`src/hdl/acl_pkg.sv`:
```
// Package for the abbreviated command lookup block: types, constants, states.
// Used by every module of the block; depends on nothing.
`timescale 1ns / 1ps

package acl_pkg;

    localparam int TABLE_ENTRIES_DEF = 512;
    localparam int NAME_BYTES_DEF    = 16;
    localparam int ADDR_MAX_W        = 12;   // enough for 4096 table entries
    localparam int LEN_W             = 5;
    localparam int NAME_W            = 128;
    localparam int IN_DATA_W         = 152;
    localparam int OUT_DATA_W        = 16;
    localparam int CFG_W             = 10;

    localparam logic REQ_WRITE  = 1'b0;
    localparam logic REQ_LOOKUP = 1'b1;

    typedef enum logic [1:0] {
        ST_IDLE,
        ST_SCAN,
        ST_DRAIN,
        ST_OUT
    } state_t;

    // One table entry as it travels along the row of byte cells.
    typedef struct packed {
        logic                  valid;
        logic [ADDR_MAX_W-1:0] idx;
        logic [LEN_W-1:0]      req;
        logic [LEN_W-1:0]      full;
        logic [NAME_W-1:0]     name;
        logic                  ok;
        logic                  run;
        logic [LEN_W-1:0]      score;
    } cell_bus_t;

endpackage

```
`src/hdl/acl_cell.sv`:
```
// One byte cell of the compare row: checks byte POS of an entry against the key.
// Depends on acl_pkg for the cell bus type.
`timescale 1ns / 1ps

module acl_cell
    import acl_pkg::*;
#(
    parameter int POS = 0
)
(
    input  logic             clk,
    input  logic             rst_n,
    input  cell_bus_t        in_bus,
    input  logic [7:0]       key_byte,
    input  logic [LEN_W-1:0] key_len,
    output cell_bus_t        out_bus
);

    localparam logic [LEN_W-1:0] POS_L  = LEN_W'(POS);
    localparam logic [LEN_W-1:0] POS_P1 = LEN_W'(POS + 1);

    cell_bus_t  bus_next;
    cell_bus_t  bus_reg;
    logic       valid_reg;
    logic       byte_eq;
    logic       extend;

    always_comb
    begin
        byte_eq  = (in_bus.name[8*POS +: 8] == key_byte);
        extend   = 1'b0;
        bus_next = in_bus;
        if (POS_L < in_bus.req)
        begin
            // Still inside the mandatory prefix: every byte must agree.
            bus_next.ok    = in_bus.ok & byte_eq;
            bus_next.score = POS_P1;
        end
        else
        begin
            extend = in_bus.run && (POS_L < in_bus.full) && (POS_L < key_len) && byte_eq;
            bus_next.run   = extend;
            bus_next.score = in_bus.score + LEN_W'(extend);
        end
    end

    always_ff @(posedge clk)
    begin
        bus_reg <= bus_next;
    end

    always_ff @(posedge clk or negedge rst_n)
    begin
        if (!rst_n)
        begin
            valid_reg <= 1'b0;
        end
        else
        begin
            valid_reg <= bus_next.valid;
        end
    end

    always_comb
    begin
        out_bus       = bus_reg;
        out_bus.valid = valid_reg;
    end

endmodule

```
`config.mk`:
```
export PLATFORM = sky130hd
export DESIGN_NAME = acl_cell
export DESIGN_NICKNAME = d
export VERILOG_FILES = /design/src/hdl/acl_pkg.sv /design/src/hdl/acl_cell.sv
export SDC_FILE = /design/constraint.sdc
export NUM_CORES = 1
export LEC_CHECK = 0
export BUFFER_PORTS_ARGS = -buffer_cell sky130_fd_sc_hd__clkbuf_2
export CAP_MARGIN = 5
export CORE_AREA = 2 2 127 129
export DETAILED_ROUTE_END_ITERATION = 8
export DIE_AREA = 0 0 129 131
export HOLD_SLACK_MARGIN = 0.12
export MAX_ROUTING_LAYER = met4
export SYNTH_ARGS = -nofsm -noshare
export SYNTH_HDL_FRONTEND = slang
export SYNTH_SLANG_ARGS = --single-unit
```
`constraint.sdc`:
```
create_clock -name clk -period 1.85 [get_ports clk]
set_input_delay 0.4625 -clock clk [delete_from_list [all_inputs] [get_ports clk]]
set_output_delay 0.4625 -clock clk [all_outputs]
set_load 0.05 [all_outputs]
```
==> results of run 1 <==
## area by class of cell
| type | count | area [µm²] |
|---|---|---|
| Clock buffer | 18 | 429 |
| Multi-Input combinational cell | 35 | 260 |
| Timing Repair Buffer | 341 | 1760 |
| Clock inverter | 14 | 158 |
| Fill cell | 1523 | 9560 |
| Tap cell | 216 | 270 |
| Sequential cell | 158 | 3170 |
## worst max-delay path by stage
| stage | to | slack, ns |
|---|---|---|
| 2_1_floorplan | out_bus[4] | -0.04 |
| 3_3_place_gp | out_bus[4] | -0.20 |
| 3_5_place_dp | out_bus[4] | -0.22 |
| 4_1_cts | out_bus[4] | 0.21 |
| 5_1_grt | out_bus[4] | 0.16 |
| 6_report | out_bus[4] | 0.20 |
## layout by cell type (no fill, tap or decap), drive strengths merged
| cell type | count |
|---|---|
| a21boi | 1 |
| and3 | 1 |
| buf | 2 |
| bufinv | 2 |
| clkbuf | 348 |
| clkinv | 3 |
| clkinvlp | 5 |
| dfrtp | 1 |
| dfxtp | 157 |
| dlygate4sd3 | 9 |
| ha | 2 |
| inv | 4 |
| nand2 | 4 |
| nand3 | 2 |
| nor2 | 6 |
| nor3 | 2 |
| nor4 | 2 |
| o211ai | 1 |
| o21ai | 1 |
| or2 | 1 |
| or4 | 1 |
| xnor2 | 1 |
| xor2 | 10 |
## cell families (layout without fill, tap and decap cells)
kind of cell    Yosys count  in the layout  share of synthesized area
buf+inv                   1            373                    0.00220
flops                   158            158                      0.927
fa+ha+maj                 2              2                    0.00732
compound gates            3              3                    0.00732
xor+xnor                 11             11                     0.0282
simple gates             19             19                     0.0275
## through the flow
step | setup TNS [ns] | worst slack [ns] | hold WS, ns | utilization | area (µm²)
CTS | 0 | 0.214 | 0.121 | 0.383 | 5970
detailed placement | -0.787 | -0.225 | 0.240 | 0.344 | 5370
floorplan | -0.0386 | -0.0386 | 0.167 | - | 3440
finish | 0 | 0.199 | 0.144 | 0.387 | 6040
global route | 0 | 0.157 | 0.120 | 0.387 | 6040
global placement | -0.676 | -0.205 | 0.240 | 0.344 | 5370
## where the power goes
part,internal (mW),switching (mW)
logic,0.266,0.777
clock network,2.01,1.41
registers,3.58,0.0475
total,5.86,2.24
## per-layer routing
metal	up-vias	track usage	wire length, µm
li1	1334	-	-
met1	1235	0.105	3560
met2	197	0.198	5340
met3	7	0.0619	1190
met4	0	0.0480	131
met5	-	-	0
## what timing repair did
action	in CTS	in global routing
hold buffers	2	7
endpoints found under the setup margin	0	0
hold endpoints to repair	2	7
==> reports/results.ini, run 1 <==
[run_status]
status=finished clean

[power_and_ir_drop]
p_total_mw=8.09
powerDensity_nw_per_um2=1340
ir_drop_mv=0.576
p_leak_nw=3.12

[worst_setup_path]
critPathTopFamily=simple AND/OR/NAND/NOR gates
arrival_ns=1.95
worstSetupStartpointType=input pin
cp_max_fo=2
crit_cells=9
max_stage_delay_ns=0.53
crit_buf_inv=1
cp_common_cell=nor2_1
startpoint=in_bus[137]
worstSetupEndpointType=flip-flop
worstPathRequired_ns=2.15
worstSetupPathType=in -> reg
crit_slowest_cell=or4_4
cp_cell_sequence=clkbuf_2 -> or4_4 -> o211ai_2 -> nor2_1 -> ha_2 -> ha_4 -> nand3_2 -> xor2_1 -> nor2_1

[final_layout]
layout.cells.non_filler=782
drive_gt1_frac=0.650
largest_register_ffs=157
nets=728
diodes=0
synthToLayoutAreaGrowth_pct=76.9

[cts]
numCtsBuffers=17
h-tree-depth=4
postCtsSetupBuffers=0
cts_resized=0
cts_sinks=158
clk_pin_slew_ns=0.07
cts_tree=built
cts-root-buf=clkbuf_16
clockBufferDepth=2

[detailed_routing]
drt_wl_total_um=10200
drc=0
wl_per_cell_um=13.1
ant_nets=0
viasPerCell=3.55
firstDrtPassIters=4
drt_iter0_markers=54
dr_total_vias=2773

[flow_run]
max_cap_violations=0

[placed_design]
gp_congestion=0.703
dp_cells=741
port_buffers=330
hpwl_um=8370

[global_route]
grt_first_pass_wirelength_um=13500
grt_max_degree=17
gr-total-overflow=0
antenna_found_initial=0
grt.total_usage=0.114
grt_pass1_vias=2790

[sta]
slew_headroom=0.776
setup_violations=0
hold_viol_final=0
worst-slew-pin-transition_ns=0.333
timing.final.max_slew_violations=0
fmax_mhz=606
rsz0062_at_grt=no
post-route-period-util=0.892
period_needed_ns=1.65

[synthesis]
synth_warnings=0
synth_most_common_cell=dfxtp_1
synth_flop_cell=dfxtp_1
synth_area_um2=3420
synth.yosys.seq_area_share=0.927
synth_top_area_frac=0.920
synthCells=194
synth.area.top_cells=dfxtp_1 (92%), xor2_1 (2.6%), dfrtp_1 (0.73%)
synth_edf_count=0
yosysTopAreaCell=dfxtp_1
post_synth_num_cell_types=17
ys_ff_latch=158
synthTopCellsByCount=dfxtp_1 (157), xor2_1 (10), nor2_1 (6), nand2_1 (4)
async_flop_share=0.00633
syn_nets=369
syn_avg_cell_area_um2=17.6

[die]
die-area_um2=16900
fp.dieH_um=131
row_count=46
ios=331
initial_core_util=0.219
die_w_um=129
coreArea_um2=15600

[min_path]
whs_path_depth=1
hold_path.class=in -> reg
min_from=in_bus[103]
min_to=out_bus[103]

(Power assumes the default switching activity.)
==> inputs of run 2 (changes only) <==
==> constraint.sdc (replaced) <==
create_clock -name clk -period 2 [get_ports clk]
set_input_delay 0.5 -clock clk [delete_from_list [all_inputs] [get_ports clk]]
set_output_delay 0.5 -clock clk [all_outputs]
set_load 0.05 [all_outputs]
==> reports/results.ini, run 2 (synthesis gave the netlist of run 1 again) <==
[final_layout]
register_area_um2=3170
design_area_um2=5960
post-route-util=0.382
synthToLayoutAreaGrowth_pct=74.6
layout.cells.non_filler=775
layout_commonest_cell=clkbuf_2
drive_gt1_frac=0.655
multi_input_area_um2=240
nets=720
num-fill-cells=1487
layout_common_cells=clkbuf_2 (330), dfxtp_1 (157), clkbuf_16 (17), xor2_1 (10), nor2_1 (6)
largest_register_ffs=157

[sta]
rsz0062_at_grt=no
period_needed_ns=1.74
worst-slew-pin-transition_ns=0.347
slew_headroom=0.769
timing.final.max_slew_violations=0
whs_ns=0.176
setup_violations=0
fin_tns_setup_ns=0
hold_viol_final=0
fmax_mhz=575
setup_ws_ns=0.260
post-route-period-util=0.870

[global_route]
grt.total_usage=0.119
grt_max_degree=17
gr-total-overflow=0
grt_pass1_vias=2715
antenna_found_initial=3
grt_first_pass_wirelength_um=13900

[die]
ios=331
row_count=46
die-area_um2=16900
coreArea_um2=15600
die_w_um=129
initial_core_util=0.219
fp.dieH_um=131

[cts]
cts-root-buf=clkbuf_16
numCtsBuffers=17
cts_tree=built
clockBufferDepth=2
clk_pin_slew_ns=0.06
cts_sinks=158
h-tree-depth=4
cts_resized=0

[worst_setup_path]
worstSetupStartpointType=input pin
crit_buf_inv=1
cp_cell_sequence=clkbuf_2 -> or4_4 -> o211ai_2 -> nor2_1 -> ha_1 -> ha_1 -> nand3_1 -> xor2_1 -> nor2_1
max_stage_delay_ns=0.53
critPathTopFamily=simple AND/OR/NAND/NOR gates
crit_slowest_cell=or4_4
cp_max_fo=2
arrival_ns=2.05
worstSetupPathType=in -> reg
worstSetupEndpointType=flip-flop
worstPathRequired_ns=2.31

[detailed_routing]
wl_per_cell_um=13.5
viasPerCell=3.54
ant_nets=0
drt_wl_total_um=10400
drt_iter0_markers=67
dr_total_vias=2745
firstDrtPassIters=4
drc=0

[placed_design]
dp_cells=741
placed_area_um2=5350
hpwl_um=8670
port_buffers=330
gp_congestion=0.689
dp_slack_ns=-0.187

[run_status]
status=finished clean

[flow_run]
max_cap_violations=0

[power_and_ir_drop]
p_leak_nw=3.10
p_total_mw=7.57
ir_drop_mv=0.533
powerDensity_nw_per_um2=1270

[min_path]
hold_path.class=in -> reg

## run 2: cell count changes in the layout (fill, tap and decap cells not counted), sizes merged
cell	delta
diode	+3
dlygate4sd3	-8
bufinv	+1
inv	-1
clkinvlp	-2
## run 2: layout make-up
cell class / count / share of cell area
clock inverters: 12 / 0.0271
diodes: 3 / 0.00126
repair buffers: 333 / 0.281
clock buffers: 18 / 0.0736
flip-flops and latches: 158 / 0.531
well taps: 216 / 0.0453
multi-input cells: 35 / 0.0403
## run 2: path summary, 6_finish.rpt
path	startpoint	endpoint	slack, ns	cells past startpoint
max	in_bus[137]	out_bus[4]	0.26	9
min	in_bus[102]	out_bus[102]	0.18	1
max in group asynchronous	rst_n	valid_reg	1.46	2
min in group asynchronous	rst_n	valid_reg	0.45	2
## run 2: what timing repair did
item	in CTS	in global routing
buffers inserted	0	0
endpoints found under the hold margin	1	0
hold buffers	1	0
## run 2: metal layers
| layer | track usage | vias to the layer above | wire length [µm] |
|---|---|---|---|
| met1 | 0.120 | 1232 | 3810 |
| met4 | 0.0614 | 0 | 199 |
| li1 | - | 1315 | - |
| met3 | 0.0603 | 10 | 1170 |
| met5 | - | - | 0 |
| met2 | 0.192 | 188 | 5250 |
## run 2: power by group
group	total [mW]	internal, mW	switching [mW]
sequential	3.36	3.31	0.0439
combinational	0.956	0.237	0.719
clock	3.25	1.99	1.26
==> inputs of run 3 (changes only) <==
--- a/config.mk
+++ b/config.mk
@@ -12,6 +12,7 @@
 export DIE_AREA = 0 0 129 131
 export HOLD_SLACK_MARGIN = 0.12
 export MAX_ROUTING_LAYER = met4
+export RECOVER_POWER = 100
 export SYNTH_ARGS = -nofsm -noshare
 export SYNTH_HDL_FRONTEND = slang
 export SYNTH_SLANG_ARGS = --single-unit
==> reports/results.ini, run 3 (synthesis gave the netlist of run 1 again) <==
[final_layout]
largest_register_ffs=157
layout.cells.non_filler=775
design_area_um2=5730
drive_gt1_frac=0.327
num-fill-cells=1584
post-route-util=0.367
nets=720
synthToLayoutAreaGrowth_pct=67.8
layout_commonest_cell=clkbuf_1
layout_common_cells=clkbuf_1 (181), dfxtp_1 (157), clkbuf_2 (149), clkbuf_16 (17), xor2_1 (10)

[cts]
clockBufferDepth=2
h-tree-depth=4
numCtsBuffers=17
cts_resized=0
clk_pin_slew_ns=0.06
cts_tree=built
postCtsHoldBufs=1
cts-root-buf=clkbuf_16
cts_sinks=158
postCtsSetupBuffers=0

[power_and_ir_drop]
internal-power_mw=5.50
p_comb_frac=0.121
powerDensity_nw_per_um2=1310
power_switching_share=0.269
p_leak_nw=2.56
p_switching_mw=2.03
seq_power_share=0.446
clkPwrFrac=0.433
ir_drop_mv=0.533
p_total_mw=7.52

[placed_design]
hpwl_um=8670
dp_cells=741
port_buffers=330
gp_congestion=0.689
dp_slack_ns=-0.187
placed_area_um2=5350

[global_route]
grt.total_usage=0.119
grt_max_degree=17
grt_pass1_vias=2715
gr-total-overflow=0
grt_first_pass_wirelength_um=13900
antenna_found_initial=3

[min_path]
hold_path.class=in -> reg

[sta]
post-route-period-util=0.895
hold_viol_final=0
period_needed_ns=1.79
whs_ns=0.176
slew_headroom=0.503
worst-slew-pin-transition_ns=0.749
setup_ws_ns=0.210
timing.final.max_slew_violations=0
fin_tns_setup_ns=0
fmax_mhz=559
setup_violations=0
rsz0062_at_grt=no

[die]
fp.dieH_um=131
coreArea_um2=15600
row_count=46
ios=331
die_w_um=129
initial_core_util=0.219
die-area_um2=16900

[detailed_routing]
dr_total_vias=2738
drt_wl_total_um=10500
viasPerCell=3.53
ant_nets=0
wl_per_cell_um=13.6
firstDrtPassIters=4
drt_iter0_markers=79
drc=0

[worst_setup_path]
worstSetupStartpointType=input pin
cp_max_fo=2
crit_slowest_cell=or4_4
critPathTopFamily=simple AND/OR/NAND/NOR gates
worstSetupEndpointType=flip-flop
arrival_ns=2.10
worstSetupPathType=in -> reg
worstPathRequired_ns=2.31
crit_buf_inv=1
cp_cell_sequence=clkbuf_1 -> or4_4 -> o211ai_1 -> nor2_1 -> ha_1 -> ha_1 -> nand3_1 -> xor2_1 -> nor2_1
max_stage_delay_ns=0.52

[run_status]
status=finished clean

[flow_run]
max_cap_violations=0

## run 3: cell counts in the layout (fill, tap and decap cells not counted)
No cell type changed its count.
## run 3: layout make-up
class	instances	area, µm²	area share
antenna	3	7.51	0.00131
clock buffer	18	439	0.0766
timing repair buffer	333	1450	0.253
sequential	158	3170	0.553
clock inverter	12	161	0.0282
multi-input combinational	35	235	0.0410
tap	216	270	0.0472
## run 3: metal layers
layer | global-route usage | up-vias | wire [µm]
met5 | - | - | 0
met4 | 0.0614 | 0 | 191
met3 | 0.0603 | 10 | 1170
met2 | 0.192 | 184 | 5290
met1 | 0.120 | 1227 | 3870
li1 | - | 1317 | -
## run 3: power groups by stage
stage          clock (mW)  combinational, mW  sequential, mW
2_1_floorplan           0             0.0264            4.01
3_3_place_gp            0              0.956            3.43
3_5_place_dp            0              0.963            3.43
4_1_cts              3.35              0.967            3.36
5_1_grt              3.50              0.946            3.37
6_report             3.26              0.909            3.36
## run 3: path summary, 6_finish.rpt
| path | cells after the start | from | endpoint |
|---|---|---|---|
| worst max-delay path | 9 | in_bus[137] | out_bus[4] |
| worst min-delay path | 1 | in_bus[102] | out_bus[102] |
| max in group asynchronous | 2 | rst_n | valid_reg |
| min in group asynchronous | 2 | rst_n | valid_reg |
